[src/hw/rtl/dad_pkg.sv]
// Shared types, constants and calendar functions for the date add days unit.
`timescale 1ns / 1ps

package dad_pkg;

   // Field widths
   localparam int DAY_W    = 5;
   localparam int MONTH_W  = 4;
   localparam int IN_YEAR_W = 12;
   localparam int YEAR_W   = 11;
   localparam int OFFSET_W = 17;
   localparam int STATUS_W = 3;
   localparam int CSR_IDX_W = 2;
   localparam int CSR_DATA_W = 11;

   // Day number across the supported span, wide enough for the offset reach
   localparam int SERIAL_W = 18;

   // Calendar limits
   localparam int YEAR_MIN   = 1902;
   localparam int YEAR_MAX   = 2037;
   localparam int MONTHS     = 12;
   localparam int LEAP_EVERY = 4;
   localparam int TOTAL_DAYS = (YEAR_MAX - YEAR_MIN + 1) * 365
                             + (YEAR_MAX - YEAR_MIN + 1) / LEAP_EVERY;

   // Reset values of the default date registers
   localparam logic [DAY_W-1:0]   DEFAULT_DAY_RST   = 5'd1;
   localparam logic [MONTH_W-1:0] DEFAULT_MONTH_RST = 4'd1;
   localparam logic [YEAR_W-1:0]  DEFAULT_YEAR_RST  = 11'd2000;

   // Configuration register indexes
   typedef enum logic [CSR_IDX_W-1:0] {
      CSR_DEFAULT_DAY   = 2'd0,
      CSR_DEFAULT_MONTH = 2'd1,
      CSR_DEFAULT_YEAR  = 2'd2
   } csr_index_type;

   // Result status codes
   typedef enum logic [STATUS_W-1:0] {
      ST_OK        = 3'd0,
      ST_BAD_MONTH = 3'd1,
      ST_NOT_LEAP  = 3'd2,
      ST_BAD_DAY   = 3'd3,
      ST_BAD_YEAR  = 3'd4,
      ST_ABOVE_MAX = 3'd5,
      ST_BELOW_MIN = 3'd6
   } status_type;

   // Controller states
   typedef enum logic [3:0] {
      S_IDLE,
      S_CHECK,
      S_SERIAL_YEAR,
      S_SERIAL_MONTH,
      S_ADJUST,
      S_RANGE,
      S_SPLIT_YEAR,
      S_SPLIT_MONTH,
      S_WRITE
   } state_type;

   // Datapath operations
   typedef enum logic [3:0] {
      OP_NONE,
      OP_LOAD,
      OP_SERIAL_YEAR,
      OP_SERIAL_MONTH,
      OP_ADJUST,
      OP_RANGE,
      OP_SPLIT_YEAR,
      OP_SPLIT_MONTH,
      OP_WRITE
   } op_type;

   typedef struct packed {
      op_type op;
   } cmd_type;

   typedef struct packed {
      logic invalid;
      logic serial_year_more;
      logic serial_month_more;
      logic range_bad;
      logic split_year_more;
      logic split_month_more;
      logic rsp_free;
   } flags_type;

   // Length of a month with February taken as 29 days
   function automatic logic [DAY_W-1:0] month_len(input logic [MONTH_W-1:0] m);
      logic [DAY_W-1:0] len;
      case (m)
         4'd2:    len = 5'd29;
         4'd4:    len = 5'd30;
         4'd6:    len = 5'd30;
         4'd9:    len = 5'd30;
         4'd11:   len = 5'd30;
         default: len = 5'd31;
      endcase
      return len;
   endfunction

   // Length of a month in a year of the given leap kind
   function automatic logic [DAY_W-1:0] days_in(input logic [MONTH_W-1:0] m,
                                                 input logic leap);
      logic [DAY_W-1:0] len;
      if (m == 4'd2) begin
         len = leap ? 5'd29 : 5'd28;
      end else begin
         len = month_len(m);
      end
      return len;
   endfunction

   // Length of a year of the given leap kind
   function automatic logic [8:0] days_of_year(input logic leap);
      return leap ? 9'd366 : 9'd365;
   endfunction

endpackage

[src/hw/rtl/dad_if.sv]
// Channel interfaces of the date add days unit: request, response and register write.
`timescale 1ns / 1ps

interface dad_req_if;
   import dad_pkg::*;
   logic                       valid;
   logic                       ready;
   logic [DAY_W-1:0]           in_day;
   logic [MONTH_W-1:0]         in_month;
   logic [IN_YEAR_W-1:0]       in_year;
   logic signed [OFFSET_W-1:0] offset_days;

   modport source (output valid, in_day, in_month, in_year, offset_days, input ready);
   modport sink   (input valid, in_day, in_month, in_year, offset_days, output ready);
endinterface

interface dad_rsp_if;
   import dad_pkg::*;
   logic                valid;
   logic                ready;
   logic [DAY_W-1:0]    out_day;
   logic [MONTH_W-1:0]  out_month;
   logic [YEAR_W-1:0]   out_year;
   logic [STATUS_W-1:0] status;

   modport source (output valid, out_day, out_month, out_year, status, input ready);
   modport sink   (input valid, out_day, out_month, out_year, status, output ready);
endinterface

interface dad_csr_if;
   import dad_pkg::*;
   logic                  valid;
   logic                  ready;
   logic [CSR_IDX_W-1:0]  index;
   logic [CSR_DATA_W-1:0] wdata;

   modport source (output valid, index, wdata, input ready);
   modport sink   (input valid, index, wdata, output ready);
endinterface

[src/hw/rtl/dad_datapath.sv]
// Datapath of the date add days unit: default registers, validation, day walk, response register.
`timescale 1ns / 1ps

module dad_datapath (
   input  logic               clock,
   input  logic               reset,
   dad_req_if.sink            req_ch,
   dad_rsp_if.source          rsp_ch,
   dad_csr_if.sink            csr_ch,
   input  dad_pkg::cmd_type   cmd,
   output dad_pkg::flags_type flags
);
   import dad_pkg::*;

   // Default date registers
   logic [DAY_W-1:0]   def_day_ff;
   logic [MONTH_W-1:0] def_month_ff;
   logic [YEAR_W-1:0]  def_year_ff;

   // Working registers
   logic [DAY_W-1:0]          day_ff;
   logic [MONTH_W-1:0]        month_ff;
   logic [IN_YEAR_W-1:0]      year_ff;
   logic signed [OFFSET_W-1:0] offset_ff;
   logic signed [SERIAL_W-1:0] serial_ff;
   logic [YEAR_W-1:0]         walk_year_ff;
   logic [MONTH_W-1:0]        walk_month_ff;
   status_type                status_ff;

   // Response register
   logic                rsp_valid_ff;
   logic [DAY_W-1:0]    rsp_day_ff;
   logic [MONTH_W-1:0]  rsp_month_ff;
   logic [YEAR_W-1:0]   rsp_year_ff;
   status_type          rsp_status_ff;

   logic [DAY_W-1:0]      sub_day;
   logic [MONTH_W-1:0]    sub_month;
   logic [IN_YEAR_W-1:0]  sub_year;
   status_type            check_status;
   logic                  walk_leap;
   logic [DAY_W-1:0]      walk_month_days;
   logic [8:0]            walk_year_days;
   logic signed [SERIAL_W-1:0] adjusted;

   assign csr_ch.ready = 1'b1;

   // Register writes from the configuration port
   always_ff @(posedge clock) begin
      if (reset) begin
         def_day_ff   <= DEFAULT_DAY_RST;
         def_month_ff <= DEFAULT_MONTH_RST;
         def_year_ff  <= DEFAULT_YEAR_RST;
      end else if (csr_ch.valid) begin
         case (csr_index_type'(csr_ch.index))
            CSR_DEFAULT_DAY:   def_day_ff   <= csr_ch.wdata[DAY_W-1:0];
            CSR_DEFAULT_MONTH: def_month_ff <= csr_ch.wdata[MONTH_W-1:0];
            CSR_DEFAULT_YEAR:  def_year_ff  <= csr_ch.wdata[YEAR_W-1:0];
            default: ;
         endcase
      end
   end

   // Substitution of zero fields by the defaults
   assign sub_day   = (req_ch.in_day == '0) ? def_day_ff : req_ch.in_day;
   assign sub_month = (req_ch.in_month == '0) ? def_month_ff : req_ch.in_month;
   assign sub_year  = (req_ch.in_year == '0) ? {1'b0, def_year_ff} : req_ch.in_year;

   // Validation of the substituted date, first failing check wins
   always_comb begin
      if (sub_month < 4'd1 || sub_month > 4'(MONTHS)) begin
         check_status = ST_BAD_MONTH;
      end else if (sub_month == 4'd2 && sub_day == 5'd29 && sub_year[1:0] != 2'd0) begin
         check_status = ST_NOT_LEAP;
      end else if (sub_day < 5'd1 || sub_day > month_len(sub_month)) begin
         check_status = ST_BAD_DAY;
      end else if (sub_year < 12'(YEAR_MIN) || sub_year > 12'(YEAR_MAX)) begin
         check_status = ST_BAD_YEAR;
      end else begin
         check_status = ST_OK;
      end
   end

   // Month and year lengths at the walk position
   assign walk_leap       = (walk_year_ff[1:0] == 2'd0);
   assign walk_year_days  = days_of_year(walk_leap);
   assign walk_month_days = days_in(walk_month_ff, (year_ff[1:0] == 2'd0));

   assign adjusted = serial_ff
                   + $signed({{(SERIAL_W-DAY_W){1'b0}}, day_ff})
                   - $signed(SERIAL_W'(1))
                   + $signed({{(SERIAL_W-OFFSET_W){offset_ff[OFFSET_W-1]}}, offset_ff});

   // Working registers follow the controller's operation
   always_ff @(posedge clock) begin
      case (cmd.op)
         OP_LOAD: begin
            day_ff        <= sub_day;
            month_ff      <= sub_month;
            year_ff       <= sub_year;
            offset_ff     <= req_ch.offset_days;
            status_ff     <= check_status;
            serial_ff     <= '0;
            walk_year_ff  <= YEAR_W'(YEAR_MIN);
            walk_month_ff <= 4'd1;
         end
         OP_SERIAL_YEAR: begin
            serial_ff    <= serial_ff + $signed({{(SERIAL_W-9){1'b0}}, walk_year_days});
            walk_year_ff <= walk_year_ff + 1'b1;
         end
         OP_SERIAL_MONTH: begin
            serial_ff     <= serial_ff + $signed({{(SERIAL_W-DAY_W){1'b0}}, walk_month_days});
            walk_month_ff <= walk_month_ff + 1'b1;
         end
         OP_ADJUST: begin
            serial_ff     <= adjusted;
            walk_year_ff  <= YEAR_W'(YEAR_MIN);
            walk_month_ff <= 4'd1;
         end
         OP_RANGE: begin
            if (serial_ff[SERIAL_W-1]) begin
               status_ff <= ST_BELOW_MIN;
            end else if (serial_ff >= $signed(SERIAL_W'(TOTAL_DAYS))) begin
               status_ff <= ST_ABOVE_MAX;
            end
         end
         OP_SPLIT_YEAR: begin
            serial_ff    <= serial_ff - $signed({{(SERIAL_W-9){1'b0}}, walk_year_days});
            walk_year_ff <= walk_year_ff + 1'b1;
         end
         OP_SPLIT_MONTH: begin
            serial_ff     <= serial_ff - $signed({{(SERIAL_W-DAY_W){1'b0}},
                                                   days_in(walk_month_ff, walk_leap)});
            walk_month_ff <= walk_month_ff + 1'b1;
         end
         default: ;
      endcase
   end

   // Status toward the controller
   assign flags.invalid           = (status_ff != ST_OK);
   assign flags.serial_year_more  = ({1'b0, walk_year_ff} < year_ff);
   assign flags.serial_month_more = (walk_month_ff < month_ff);
   assign flags.range_bad         = serial_ff[SERIAL_W-1]
                                  || (serial_ff >= $signed(SERIAL_W'(TOTAL_DAYS)));
   assign flags.split_year_more   = (serial_ff >= $signed({{(SERIAL_W-9){1'b0}},
                                                            walk_year_days}));
   assign flags.split_month_more  = (serial_ff >= $signed({{(SERIAL_W-DAY_W){1'b0}},
                                                            days_in(walk_month_ff, walk_leap)}));
   assign flags.rsp_free          = !rsp_valid_ff || rsp_ch.ready;

   // Response valid flag
   always_ff @(posedge clock) begin
      if (reset) begin
         rsp_valid_ff <= 1'b0;
      end else if (cmd.op == OP_WRITE) begin
         rsp_valid_ff <= 1'b1;
      end else if (rsp_ch.ready) begin
         rsp_valid_ff <= 1'b0;
      end
   end

   // Response payload: the substituted date on error, else the walked date
   always_ff @(posedge clock) begin
      if (cmd.op == OP_WRITE) begin
         rsp_status_ff <= status_ff;
         if (status_ff != ST_OK) begin
            rsp_day_ff   <= day_ff;
            rsp_month_ff <= month_ff;
            rsp_year_ff  <= year_ff[YEAR_W-1:0];
         end else begin
            rsp_day_ff   <= serial_ff[DAY_W-1:0] + 1'b1;
            rsp_month_ff <= walk_month_ff;
            rsp_year_ff  <= walk_year_ff;
         end
      end
   end

   assign rsp_ch.valid     = rsp_valid_ff;
   assign rsp_ch.out_day   = rsp_day_ff;
   assign rsp_ch.out_month = rsp_month_ff;
   assign rsp_ch.out_year  = rsp_year_ff;
   assign rsp_ch.status    = rsp_status_ff;

endmodule

[src/hw/rtl/dad_ctrl.sv]
// Controller state machine of the date add days unit.
`timescale 1ns / 1ps

module dad_ctrl (
   input  logic               clock,
   input  logic               reset,
   input  logic               req_valid,
   output logic               req_ready,
   input  dad_pkg::flags_type flags,
   output dad_pkg::cmd_type   cmd
);
   import dad_pkg::*;

   state_type state_ff;
   state_type state_in;

   // State register
   always_ff @(posedge clock) begin
      if (reset) begin
         state_ff <= S_IDLE;
      end else begin
         state_ff <= state_in;
      end
   end

   // Next state and operation
   always_comb begin
      state_in  = state_ff;
      cmd.op    = OP_NONE;
      req_ready = 1'b0;
      case (state_ff)
         S_IDLE: begin
            req_ready = 1'b1;
            if (req_valid) begin
               cmd.op   = OP_LOAD;
               state_in = S_CHECK;
            end
         end
         S_CHECK: begin
            state_in = flags.invalid ? S_WRITE : S_SERIAL_YEAR;
         end
         S_SERIAL_YEAR: begin
            if (flags.serial_year_more) begin
               cmd.op = OP_SERIAL_YEAR;
            end else begin
               state_in = S_SERIAL_MONTH;
            end
         end
         S_SERIAL_MONTH: begin
            if (flags.serial_month_more) begin
               cmd.op = OP_SERIAL_MONTH;
            end else begin
               state_in = S_ADJUST;
            end
         end
         S_ADJUST: begin
            cmd.op   = OP_ADJUST;
            state_in = S_RANGE;
         end
         S_RANGE: begin
            cmd.op   = OP_RANGE;
            state_in = flags.range_bad ? S_WRITE : S_SPLIT_YEAR;
         end
         S_SPLIT_YEAR: begin
            if (flags.split_year_more) begin
               cmd.op = OP_SPLIT_YEAR;
            end else begin
               state_in = S_SPLIT_MONTH;
            end
         end
         S_SPLIT_MONTH: begin
            if (flags.split_month_more) begin
               cmd.op = OP_SPLIT_MONTH;
            end else begin
               state_in = S_WRITE;
            end
         end
         S_WRITE: begin
            if (flags.rsp_free) begin
               cmd.op   = OP_WRITE;
               state_in = S_IDLE;
            end
         end
         default: begin
            state_in = S_IDLE;
         end
      endcase
   end

endmodule

[src/hw/rtl/date_add_days_unit.sv]
// Top level of the date add days unit: controller and datapath.
//
//   Channel   Direction  Carries
//   req_ch    in         in_day, in_month, in_year, offset_days
//   rsp_ch    out        out_day, out_month, out_year, status
//   csr_ch    in         index, wdata (default day, month, year)
//
// An invalid date skips the walk. Otherwise the datapath adds one year per
// cycle from 1902 to the input year, one month per cycle, then walks the
// resulting day number back through years and months. Reset is synchronous
// and restores the defaults 2000-01-01. A result waits in the response
// register while the next request is already accepted and worked.
`timescale 1ns / 1ps

module date_add_days_unit (
   input  logic      clock,
   input  logic      reset,
   dad_req_if.sink   req_ch,
   dad_rsp_if.source rsp_ch,
   dad_csr_if.sink   csr_ch
);
   import dad_pkg::*;

   cmd_type   cmd;
   flags_type flags;

   dad_ctrl u_ctrl (
      .clock     (clock),
      .reset     (reset),
      .req_valid (req_ch.valid),
      .req_ready (req_ch.ready),
      .flags     (flags),
      .cmd       (cmd)
   );

   dad_datapath u_datapath (
      .clock  (clock),
      .reset  (reset),
      .req_ch (req_ch),
      .rsp_ch (rsp_ch),
      .csr_ch (csr_ch),
      .cmd    (cmd),
      .flags  (flags)
   );

endmodule
[src/flat_wrapper.sv]
// flat-port wrapper written by rule: the top's interface ports become plain ports
module date_add_days_unit_flat import dad_pkg::*;
  (clock, reset, req_ch_valid, req_ch_in_day, req_ch_in_month, req_ch_in_year, req_ch_offset_days, req_ch_ready, rsp_ch_valid, rsp_ch_out_day, rsp_ch_out_month, rsp_ch_out_year, rsp_ch_status, rsp_ch_ready, csr_ch_valid, csr_ch_index, csr_ch_wdata, csr_ch_ready);
  dad_req_if req_ch_i ();
  dad_rsp_if rsp_ch_i ();
  dad_csr_if csr_ch_i ();
  input  logic clock;
  input  logic reset;
  input wire logic [$bits(req_ch_i.valid)-1:0] req_ch_valid;
  input wire logic [$bits(req_ch_i.in_day)-1:0] req_ch_in_day;
  input wire logic [$bits(req_ch_i.in_month)-1:0] req_ch_in_month;
  input wire logic [$bits(req_ch_i.in_year)-1:0] req_ch_in_year;
  input wire logic [$bits(req_ch_i.offset_days)-1:0] req_ch_offset_days;
  output wire logic [$bits(req_ch_i.ready)-1:0] req_ch_ready;
  output wire logic [$bits(rsp_ch_i.valid)-1:0] rsp_ch_valid;
  output wire logic [$bits(rsp_ch_i.out_day)-1:0] rsp_ch_out_day;
  output wire logic [$bits(rsp_ch_i.out_month)-1:0] rsp_ch_out_month;
  output wire logic [$bits(rsp_ch_i.out_year)-1:0] rsp_ch_out_year;
  output wire logic [$bits(rsp_ch_i.status)-1:0] rsp_ch_status;
  input wire logic [$bits(rsp_ch_i.ready)-1:0] rsp_ch_ready;
  input wire logic [$bits(csr_ch_i.valid)-1:0] csr_ch_valid;
  input wire logic [$bits(csr_ch_i.index)-1:0] csr_ch_index;
  input wire logic [$bits(csr_ch_i.wdata)-1:0] csr_ch_wdata;
  output wire logic [$bits(csr_ch_i.ready)-1:0] csr_ch_ready;
  assign req_ch_i.valid = req_ch_valid;
  assign req_ch_i.in_day = req_ch_in_day;
  assign req_ch_i.in_month = req_ch_in_month;
  assign req_ch_i.in_year = req_ch_in_year;
  assign req_ch_i.offset_days = req_ch_offset_days;
  assign req_ch_ready = req_ch_i.ready;
  assign rsp_ch_valid = rsp_ch_i.valid;
  assign rsp_ch_out_day = rsp_ch_i.out_day;
  assign rsp_ch_out_month = rsp_ch_i.out_month;
  assign rsp_ch_out_year = rsp_ch_i.out_year;
  assign rsp_ch_status = rsp_ch_i.status;
  assign rsp_ch_i.ready = rsp_ch_ready;
  assign csr_ch_i.valid = csr_ch_valid;
  assign csr_ch_i.index = csr_ch_index;
  assign csr_ch_i.wdata = csr_ch_wdata;
  assign csr_ch_ready = csr_ch_i.ready;
  date_add_days_unit u_core (.clock(clock), .reset(reset), .req_ch(req_ch_i), .rsp_ch(rsp_ch_i), .csr_ch(csr_ch_i));
endmodule
[config.mk]
export PLATFORM = sky130hd
export DESIGN_NAME = date_add_days_unit_flat
export DESIGN_NICKNAME = d
export VERILOG_FILES = /design/src/hw/rtl/dad_pkg.sv /design/src/hw/rtl/dad_if.sv /design/src/hw/rtl/dad_datapath.sv /design/src/hw/rtl/dad_ctrl.sv /design/src/hw/rtl/date_add_days_unit.sv /design/src/flat_wrapper.sv
export SDC_FILE = /design/constraint.sdc
export NUM_CORES = 1
export LEC_CHECK = 0
export BUFFER_PORTS_ARGS = -buffer_cell sky130_fd_sc_hd__buf_2
export CORE_ASPECT_RATIO = 1.75
export CORE_MARGIN = 5
export CORE_UTILIZATION = 60
export DETAILED_ROUTE_END_ITERATION = 6
export HOLD_SLACK_MARGIN = 0.02
export PLACE_DENSITY = 0.81
export SETUP_SLACK_MARGIN = 0.1
export SYNTH_ARGS = -nofsm -noshare
export SYNTH_HDL_FRONTEND = slang
export SYNTH_SLANG_ARGS = --single-unit
export TNS_END_PERCENT = 20
[constraint.sdc]
create_clock -name clock -period 5.3 [get_ports clock]
set_clock_uncertainty 0.1 [all_clocks]
set_input_delay 0.53 -clock clock [delete_from_list [all_inputs] [get_ports clock]]
set_output_delay 0.53 -clock clock [all_outputs]
set_load 0.005 [all_outputs]
==> reports/results.txt, run 1 <==
Status: complete, no violations
Area growth syn-to-layout: 13.1%
Critical Path Max Stage Delay: 460 ps
Synthesized Nets: 1035
GR Util All Layers: 26.0%
Fmax: 218 MHz
CTS tree: built
Compound-Gate Fraction of Synth Area: 17.9%
First-pass GRT wire length: 34300 um
Max IR drop VDD: 228 uV
Post-CTS sizing: 0
H-tree depth: 4
XOR/XNOR Fraction of Synth Area: 4.44%
Final setup fails: 0
Unique masters post-synth: 78
Dpl cell area: 0.00903 sq mm
DR iter-0 viols: 512
DR vias: 7060
Max-slew violation count: 0
Vias per cell: 6.13
Core ar.: 0.0139 sq mm
Clk sink count: 122
#FFs+latches synth: 122
Crit-path slowest cell: edfxtp_1
Wire per inst: 18.8 um
Initial antenna violation count: 0
End of the worst register-to-register path: u_core.u_datapath.walk_year_ff[7]
WHS Path Cells: 1
R2r setup slk: 700 ps
PD cells: 389 mW/mm^2
Register area: 0.00341 sq mm
TritonRoute pass-1 iters: 5
Leakage power: 4.13 nW
Number of diodes: 0
Multiplexer share of the synthesized area: 1.24%
Critical-path cell list: inv_1 > ha_1 > o211ai_1 > nand2_1 > a21oi_1 > ha_1 > fa_1 > and4b_1 > or3_4 > o21ai_2 > o41a_2 > nand2_2 > nor2_4 > or3_4 > nand3_1
Synth top area share: 34.3%
Simple-Gate Fraction of Synth Area: 15.5%
Count leader, synth: inv_1
Post-layout util: 69.0%
HP Start: req_ch_offset_days[14]
Die Width: 99.9 um
Area leader, netlist: edfxtp_1
Starting Density: 61.1%
Total power: 0.00374 W
Worst setup SP type: flop
Worst slew pin tran: 1110 ps
Reg2Reg Launch Point: u_core.u_datapath.walk_month_ff[0]
Root buf cell: clkbuf_16
Multi-input gate area: 0.00450 sq mm
CTS max path bufs: 2
Worst EP required: 5200 ps
FILL cells: 1099
Largest net degree at the start of global routing: 30
Relative slew margins: 26.0%
Share of cells above drive strength 1: 15.5%
Synth Warn #: 0
Setup bufs post-CTS: 0
Worst R2R Path Depth: 15
TNS Setup: 0 ps
Final min period: 4600 ps
Syn Inst Count: 892
Die H: 167 um
Final period util: 86.7%
Synth Area per Inst: 9.52 sq um
# rows: 57
HPWL after DPL: 16500 um
GPL Wtd Cong: 0.945
Crit path kind: reg -> reg
DRC Markers: 0
FFs w/ async S/R, synth: 0%
Number of top-level pins: 82
Max Cap Violations: 0
Sequential area share after synthesis: 40.2%
Hold Path End: u_core.u_datapath.offset_ff[14]
Post-Synth Adder-Cell Area: 13.5%
Overflow after GRT: 0
Top FF cell, synth: edfxtp_1
CTS Buf Count: 17
CP arrival: 4500 ps
Largest family of logic cells by synthesized area: compound AO/OA/AOI/OAI gates
Worst Setup End Kind: flop
# port buffers: 80
Final ANT Viol Nets: 0
Post-layout nets: 1105
Post-synth EDFFs: 97
Routed Wire Length: 21700 um
Number of global-route vias before repair: 7064
Clk_lat worst skew: 420 ps
Worst Hold Class: in -> reg
Area contributors post-synth: edfxtp_1 (34%), ha_1 (12%), dfxtp_1 (5.9%)
RSZ-0062 raised after global routing: false
Clock Pin Slew Worst Setup and Hold Paths: 70 ps
Mapped Area: 0.00849 sq mm
Die area: 0.0167 sq mm
CP max FO: 17
Hold buffers post-CTS: 0
Final instance area: 0.00960 sq mm
Final Hold Violating Endpoints: 0
Synth cell count leaders: inv_1 (113), edfxtp_1 (97), nand2_1 (83)
flip-flops by register name (all words and copies together), names as in the netlist:
name                                count
u_core.u_datapath.def_day_ff            5
u_core.u_datapath.walk_year_ff         11
u_core.u_datapath.def_year_ff          11
u_core.u_datapath.def_month_ff          4
u_core.u_datapath.rsp_ch.out_month      4
u_core.u_datapath.rsp_ch.out_day        5
u_core.u_datapath.offset_ff            17
u_core.u_ctrl.state_ff                  4
u_core.u_datapath.serial_ff            18
u_core.u_datapath.status_ff             3
u_core.u_datapath.year_ff              12
u_core.u_datapath.day_ff                5
u_core.u_datapath.rsp_ch.out_year      11
u_core.u_datapath.rsp_ch.valid          1
u_core.u_datapath.month_ff              4
u_core.u_datapath.walk_month_ff         4
u_core.u_datapath.rsp_ch.status         3
where the power goes:
part,internal [W],switching (W),leakage (nW)
logic,0.000548,0.000771,2.76
clock network,0.000624,0.000517,0.277
registers,0.00117,0.000109,1.10
placed cells by master, fill, tap and decap left out, types with 10 or more instances in the layout:
master,Yosys,layout
inv_1,113,113
edfxtp_1,97,97
nand2_1,83,83
buf_2,7,80
ha_1,79,79
nor2_1,49,49
o21ai_0,47,47
a21oi_1,43,43
xnor2_1,25,25
dfxtp_1,25,25
nand3_1,22,22
a21o_1,19,19
xor2_1,18,18
clkbuf_16,0,17
nor3_1,14,12
nor2b_1,12,11
o22ai_1,11,11
nand2b_1,10,10
cell families (layout without fill, tap and decap cells):
logic type / count (synthesis) / in the layout
AOI/OAI and AO/OA: 222 / 222
xor gates and xnor gates: 43 / 43
adders and majority gates: 87 / 87
buffers and inverters: 151 / 234
DFF: 122 / 122
muxes: 10 / 10
other: 1 / 1
and+or+nand+nor: 256 / 256
worst max path at each step:
stage | cells past startpoint | start | to | slack (ps)
after global placement | 15 | u_core.u_datapath.walk_month_ff[0] | u_core.u_datapath.walk_year_ff[1] | 780
after detailed placement | 15 | u_core.u_datapath.walk_month_ff[0] | u_core.u_datapath.walk_year_ff[2] | 770
after global routing | 14 | u_core.u_datapath.walk_month_ff[1] | u_core.u_datapath.serial_ff[13] | 390
after floorplan | 15 | u_core.u_datapath.walk_month_ff[0] | u_core.u_datapath.serial_ff[0] | 830
final | 15 | u_core.u_datapath.walk_month_ff[0] | u_core.u_datapath.walk_year_ff[7] | 700
after CTS | 15 | u_core.u_datapath.walk_month_ff[0] | u_core.u_datapath.walk_year_ff[4] | 750
final cells by class:
class	count	share of cell area [%]
Clock buffer	17	4.43
Clock inverter	15	1.55
Inverter	113	4.42
Multi-Input combinational cell	619	46.9
Sequential cell	122	35.5
Tap cell	177	2.31
Timing Repair Buffer	89	4.87
metal layers:
metal | GRT usage (%) | wire (um) | vias to the layer above
li1 | - | - | 3351
met1 | 26.1 | 7430 | 3329
met2 | 47.5 | 11700 | 286
met3 | 4.20 | 1100 | 94
met4 | 18.1 | 1450 | 0
met5 | 0 | 0 | -
worst max-delay path, delay by kind of cell, from the launching register on:
family / cells / cell delay [ps]
flip-flops: 1 / 460
AO/OA/AOI/OAI: 4 / 980
AND/OR/NAND/NOR: 7 / 1780
buffers and inverters: 1 / 110
adder cells (fa/ha/maj): 3 / 720
stage by stage:
stage / hold slack (ps) / worst slack (ps) / cells
6_report: 173 / 703 / 1152
2_1_floorplan: 336 / 831 / 892
4_1_cts: 166 / 754 / 1152
5_1_grt: 164 / 387 / 1152
3_3_place_gp: 343 / 776 / 1120
3_5_place_dp: 350 / 765 / 1120
Note: power is estimated with default switching activity, not from simulation.
==> inputs of run 2 (changes only) <==
--- a/config.mk
+++ b/config.mk
@@ -9,6 +9,7 @@
 export CORE_ASPECT_RATIO = 1.75
 export CORE_MARGIN = 5
 export CORE_UTILIZATION = 60
+export CTS_BUF_LIST = sky130_fd_sc_hd__clkbuf_8
 export DETAILED_ROUTE_END_ITERATION = 6
 export HOLD_SLACK_MARGIN = 0.02
 export PLACE_DENSITY = 0.81
==> run 2 against run 1 <==
Effect of this change:
- flip-flop and latch count unchanged
- count of clock-buffer cells in the layout unchanged
- setup slack better by 36 ps
- combinational power about the same
- largest cell class unchanged
- largest power group unchanged
- highest routed layer unchanged
==> reports/results.txt, run 2 (synthesized netlist as in run 1, its figures left out) <==
DR vias: 7015 (-0.64%)
Number of diodes: 0 (unchanged)
Leakage power: 4.05 nW (-2.1%)
R2r setup slk: 740 ps (+40 ps)
Worst Setup End Kind: flop
Overflow after GRT: 0 (unchanged)
End of the worst register-to-register path: u_core.u_datapath.walk_year_ff[7]
Total power: 0.00341 W (-8.7%)
Crit path kind: reg -> reg
HPWL after DPL: 16500 um (unchanged)
Final period util: 86.1% (-0.68 points)
Worst setup SP type: flop
Commonest non-fill, non-tap cell in the layout: inv_1
CTS tree: built
Root buf cell: clkbuf_8
Hold Path End: u_core.u_datapath.offset_ff[14]
Relative slew margins: 26.2% (+0.22 points)
Largest net degree at the start of global routing: 30 (unchanged)
Final setup fails: 0 (unchanged)
Final Hold Violating Endpoints: 0 (unchanged)
Max-slew violation count: 0 (unchanged)
RSZ-0062 raised after global routing: false
CP arrival: 4490 ps (about the same)
Core ar.: 0.0139 sq mm (unchanged)
Setup bufs post-CTS: 0 (unchanged)
Status: complete, no violations
Number of top-level pins: 82 (unchanged)
Reg with most FFs: u_core.u_datapath.serial_ff
DR iter-0 viols: 564 (+10%)
GPL Wtd Cong: 0.945 (unchanged)
Worst Hold Class: in -> reg
TritonRoute pass-1 iters: 5 (unchanged)
Number of flip-flops under the largest register name: 18 (unchanged)
Post-CTS sizing: 0 (unchanged)
Worst EP required: 5230 ps (+30 ps)
Clock Pin Slew Worst Setup and Hold Paths: 90 ps (+20 ps)
Starting Density: 61.1% (unchanged)
H-tree depth: 4 (unchanged)
Die H: 167 um (unchanged)
# port buffers: 80 (unchanged)
Number of global-route vias before repair: 6957 (-1.5%)
WHS Path Cells: 1 (unchanged)
Area growth syn-to-layout: 10.8%
Clk sink count: 122 (unchanged)
Fmax: 219 MHz (+0.79%)
Regs by FF count: u_core.u_datapath.serial_ff x18, u_core.u_datapath.offset_ff x17, u_core.u_datapath.year_ff x12
Wire per inst: 18.6 um (-1.4%)
Most frequent cells in the layout: inv_1 (113), edfxtp_1 (97), nand2_1 (83)
Share of cells above drive strength 1: 15.5% (unchanged)
DRC Markers: 0 (unchanged)
Hold buffers post-CTS: 0 (unchanged)
Final ANT Viol Nets: 0 (unchanged)
Die Width: 99.9 um (unchanged)
HP Start: req_ch_offset_days[14]
PD cells: 363 mW/mm^2 (-6.8%)
Worst R2R Path Depth: 15 (unchanged)
Final min period: 4560 ps (-36.1 ps)
Crit path from: u_core.u_datapath.walk_month_ff[0]
Vias per cell: 6.09 (-0.64%)
TNS Setup: 0 ps (unchanged)
Worst slew pin tran: 1100 ps (-3.33 ps)
Die area: 0.0167 sq mm (unchanged)
GR Util All Layers: 25.8% (-0.24 points)
CTS Buf Count: 17 (unchanged)
# rows: 57 (unchanged)
First-pass GRT wire length: 33900 um (-0.97%)
Routed Wire Length: 21400 um (-1.4%)
Clk_lat worst skew: 450 ps (+30 ps)
Initial antenna violation count: 0 (unchanged)
CTS max path bufs: 2 (unchanged)
Post-layout nets: 1105 (unchanged)
Max IR drop VDD: 241 uV (+5.4%)
Max Cap Violations: 0 (unchanged)
CP max FO: 17 (unchanged)
Reg2Reg Launch Point: u_core.u_datapath.walk_month_ff[0]
## run 2: changes by cell type in the layout (fill, tap and decap cells not counted)
cell,change
clkbuf_8,+17
clkbuf_16,-17
## run 2: cell type report
class,count,area [sq um]
Clock inverter,15,149
Inverter,113,424
Fill cell,1126,4500
Tap cell,177,221
Timing Repair Buffer,89,468
Multi-Input combinational cell,619,4500
Sequential cell,122,3410
Clock buffer,17,234
## run 2: how the worst max path moves through the flow
stage,endpoint,slack (ps)
2_1_floorplan,u_core.u_datapath.serial_ff[0],830
3_3_place_gp,u_core.u_datapath.walk_year_ff[1],780
3_5_place_dp,u_core.u_datapath.walk_year_ff[2],770
4_1_cts,u_core.u_datapath.walk_year_ff[4],750
5_1_grt,u_core.u_datapath.serial_ff[13],390
6_report,u_core.u_datapath.walk_year_ff[7],740
## run 2: report_power, final
part	internal, W	total [W]	switching [W]	leakage [nW]
Clock	0.000349	0.000826	0.000477	0.190
Combinational	0.000548	0.00131	0.000765	2.76
Sequential	0.00117	0.00128	0.000109	1.10
Total	0.00206	0.00341	0.00135	4.05
## run 2: worst max-delay path: stages, from the launching register on
cell	delay, ps
edfxtp_1	460
inv_1	110
ha_1	230
o211ai_1	240
nand2_1	80
a21oi_1	130
ha_1	200
fa_1	290
and4b_1	280
or3_4	350
o21ai_2	150
o41a_2	440
nand2_2	200
nor2_4	250
or3_4	200
nand3_1	410
## run 2: through the flow
step                worst slack [ps]  hold slack, ps  cells  area [sq um]  utilization, %
detailed placement               765             350   1120          9030            64.9
global placement                 776             343   1120          9030            64.9
floorplan                        831             336    892          8490               -
global route                     386             118   1152          9410            67.7
CTS                              755             128   1152          9410            67.7
finish                           739             140   1152          9410            67.7
## run 2: metal layers
metal / global-route usage [%] / share of wire (%)
met1: 26.3 / 34
met3: 3.87 / 4.8
met5: 0 / 0
met4: 17.2 / 6.3
met2: 47.0 / 55
==> inputs of run 3 (changes only) <==
--- a/config.mk
+++ b/config.mk
@@ -8,11 +8,11 @@
 export BUFFER_PORTS_ARGS = -buffer_cell sky130_fd_sc_hd__buf_2
 export CORE_ASPECT_RATIO = 1.75
 export CORE_MARGIN = 5
-export CORE_UTILIZATION = 60
+export CORE_UTILIZATION = 56
 export CTS_BUF_LIST = sky130_fd_sc_hd__clkbuf_8
 export DETAILED_ROUTE_END_ITERATION = 6
 export HOLD_SLACK_MARGIN = 0.02
-export PLACE_DENSITY = 0.81
+export PLACE_DENSITY = 0.79
 export SETUP_SLACK_MARGIN = 0.1
 export SYNTH_ARGS = -nofsm -noshare
 export SYNTH_HDL_FRONTEND = slang
==> constraint.sdc (replaced) <==
create_clock -name clock -period 3.9 [get_ports clock]
set_clock_uncertainty 0.1 [all_clocks]
set_input_delay 0.39 -clock clock [delete_from_list [all_inputs] [get_ports clock]]
set_output_delay 0.39 -clock clock [all_outputs]
set_load 0.005 [all_outputs]
==> run 3 against run 2 <==
Effect of this change:
- the run now ends with setup timing left
- cell area rose by 11%
- combinational power rose by 73%
- utilization rose by 2.3 points
- sequential share of layout area fell by 3.6 points
- critical path type unchanged
==> reports/results.txt, run 3 (synthesized netlist as in run 1, its figures left out) <==
Commonest non-fill, non-tap cell in the layout: inv_1
TritonRoute pass-1 iters: 5 (unchanged)
Post-route worst setup slack: -29.7 ps (-768 ps)
Routed Wire Length: 23600 um (+11%)
Number of diodes: 0 (unchanged)
Crit path from: u_core.u_datapath.walk_month_ff[0]
Max Cap Violations: 0 (unchanged)
Number of global-route vias before repair: 7541 (+8.4%)
Worst slew pin tran: 943 ps (-160 ps)
Cell count after placement: 1175 (+4.9%)
Final ANT Viol Nets: 0 (unchanged)
Worst R2R Path Depth: 16 (+1)
Wire per inst: 19.0 um (+2.5%)
Starting Density: 56.9% (-4.1 points)
Leakage power: 4.57 nW (+13%)
Clk sink count: 122 (unchanged)
H-tree depth: 4 (unchanged)
Max-slew violation count: 0 (unchanged)
Met2 WL: 13100 um (+12%)
Number of top-level pins: 82 (unchanged)
Overflow after GRT: 0 (unchanged)
Reg with most FFs: u_core.u_datapath.serial_ff
# rows: 59 (+3.5%)
First-pass GRT wire length: 35800 um (+5.6%)
HPWL after DPL: 17300 um (+5.3%)
Initial antenna violation count: 0 (unchanged)
Number of flip-flops under the largest register name: 18 (unchanged)
CTS Buf Count: 17 (unchanged)
HP Start: csr_ch_wdata[10]
Clock Pin Slew Worst Setup and Hold Paths: 90 ps (about the same)
Root buf cell: clkbuf_8
Max IR drop VDD: 279 uV (+16%)
Status: finished, violations left
Register area: 0.00341 sq mm (unchanged)
GPL Wtd Cong: 0.901 (-4.7%)
DR vias: 7501 (+6.9%)
RSZ-0062 raised after global routing: true
Final setup fails: 6 (+6)
Crit path kind: reg -> reg
R2r setup slk: -30 ps (-770 ps)
Reg2Reg Launch Point: u_core.u_datapath.walk_month_ff[0]
Most frequent cells in the layout: inv_1 (108), edfxtp_1 (97), nand2_1 (82)
Worst EP required: 3970 ps (-1260 ps)
Relative slew margins: 37.0% (+11 points)
Final Hold Violating Endpoints: 0 (unchanged)
Clk_lat worst skew: 450 ps (about the same)
CP max FO: 6 (-11)
Area growth syn-to-layout: 23.0%
Die area: 0.0178 sq mm (+6.6%)
Die Width: 103 um (+3.2%)
CTS tree: built
Regs by FF count: u_core.u_datapath.serial_ff x18, u_core.u_datapath.offset_ff x17, u_core.u_datapath.year_ff x12
Met1 WL: 7630 um (+4.6%)
# port buffers: 80 (unchanged)
Multi-input gate area: 0.00475 sq mm (+5.5%)
Final period util: 101% (+15 points)
CP endpoint: u_core.u_datapath.walk_year_ff[8]
End of the worst register-to-register path: u_core.u_datapath.walk_year_ff[8]
Die H: 173 um (+3.3%)
GR Util All Layers: 25.9% (+0.14 points)
Core ar.: 0.0149 sq mm (+7.2%)
Worst Setup End Kind: flop
Routed length on met3: 988 um (-3.5%)
DRC Markers: 0 (unchanged)
CTS max path bufs: 2 (unchanged)
Failing checks: setup timing
Fmax: 254 MHz (+16%)
Pre-CTS setup slack: -123 ps (-888 ps)
Hold WS: 45.6 ps (-94.8 ps)
Non-filler cells, final: 1243 (+7.9%)
Share of cells above drive strength 1: 25.1% (+9.6 points)
Vias per cell: 6.03 (-0.90%)
DR iter-0 viols: 490 (-13%)
Highest metal used: met4
CP arrival: 4000 ps (-490 ps)
Final min period: 3930 ps (-632 ps)
Worst setup SP type: flop
PD cells: 494 mW/mm^2 (+36%)
FILL cells: 1117 (-0.80%)
Largest net degree at the start of global routing: 30 (unchanged)
Post-layout nets: 1190 (+7.7%)
Worst Hold Class: in -> reg
Total power: 0.00516 W (+51%)
==> run 3: worst min-delay path by stage <==
| stage | to | slack [ps] | depth (start not counted) |
|---|---|---|---|
| after CTS | u_core.u_datapath.offset_ff[2] | 20 | 1 |
| final | u_core.u_datapath.def_year_ff[10] | 50 | 3 |
| after floorplan | u_core.u_datapath.def_month_ff[0] | 340 | 1 |
| after global routing | u_core.u_datapath.def_year_ff[6] | 40 | 3 |
| after detailed placement | u_core.u_datapath.def_year_ff[1] | 350 | 2 |
| after global placement | u_core.u_datapath.def_year_ff[0] | 340 | 2 |
==> run 3: layout make-up <==
| cell class | count | share of cell area [%] |
|---|---|---|
| multi-input combinational | 619 | 45.5 |
| clock inverter | 15 | 1.73 |
| tap | 183 | 2.19 |
| sequential | 122 | 32.7 |
| inverter | 113 | 4.06 |
| timing repair buffer | 174 | 11.6 |
| clock buffer | 17 | 2.24 |
==> run 3: what timing repair did <==
action,CTS,global route
hold buffers,14,3
setup endpoints to repair,36,46
pin swaps,12,36
buffers inserted,6,12
gates resized for setup,10,49
hold endpoints to repair,14,3
gates cloned,0,1
==> run 3: routing by layer <==
layer / global-route usage, % / vias up
met2: 47.5 / 297
met3: 3.83 / 133
met5: 0 / -
li1: - / 3530
met4: 18.3 / 0
met1: 25.1 / 3541
==> run 3: critical path: stages (launching register included) <==
cell and delay (ps):
edfxtp_1 480, inv_2 100, ha_2 200, o211ai_1 260, nand2_1 100, a21oi_2 130
ha_2 210, fa_2 220, and4b_1 210, or3_4 410, o21ai_4 200, o41ai_4 130
nor2_4 130, nand2_2 60, or3_4 390, nand3_4 130, clkbuf_16 180
==> run 3: power by group <==
part           internal [W]  switching [W]  total, W
registers           0.00158      0.0000864   0.00167
clock network      0.000597       0.000622   0.00122
logic               0.00102        0.00125   0.00227
total               0.00320        0.00196   0.00516
==> run 3: through the flow <==
step	util [%]	TNS (ps)	area [sq um]
after floorplan	-	-8420	8520
after global placement	63.3	-57.1	9440
after detailed placement	63.3	-373	9440
after CTS	67.6	0	10100
after global routing	70.0	-4140	10400
final	70.0	-126	10400
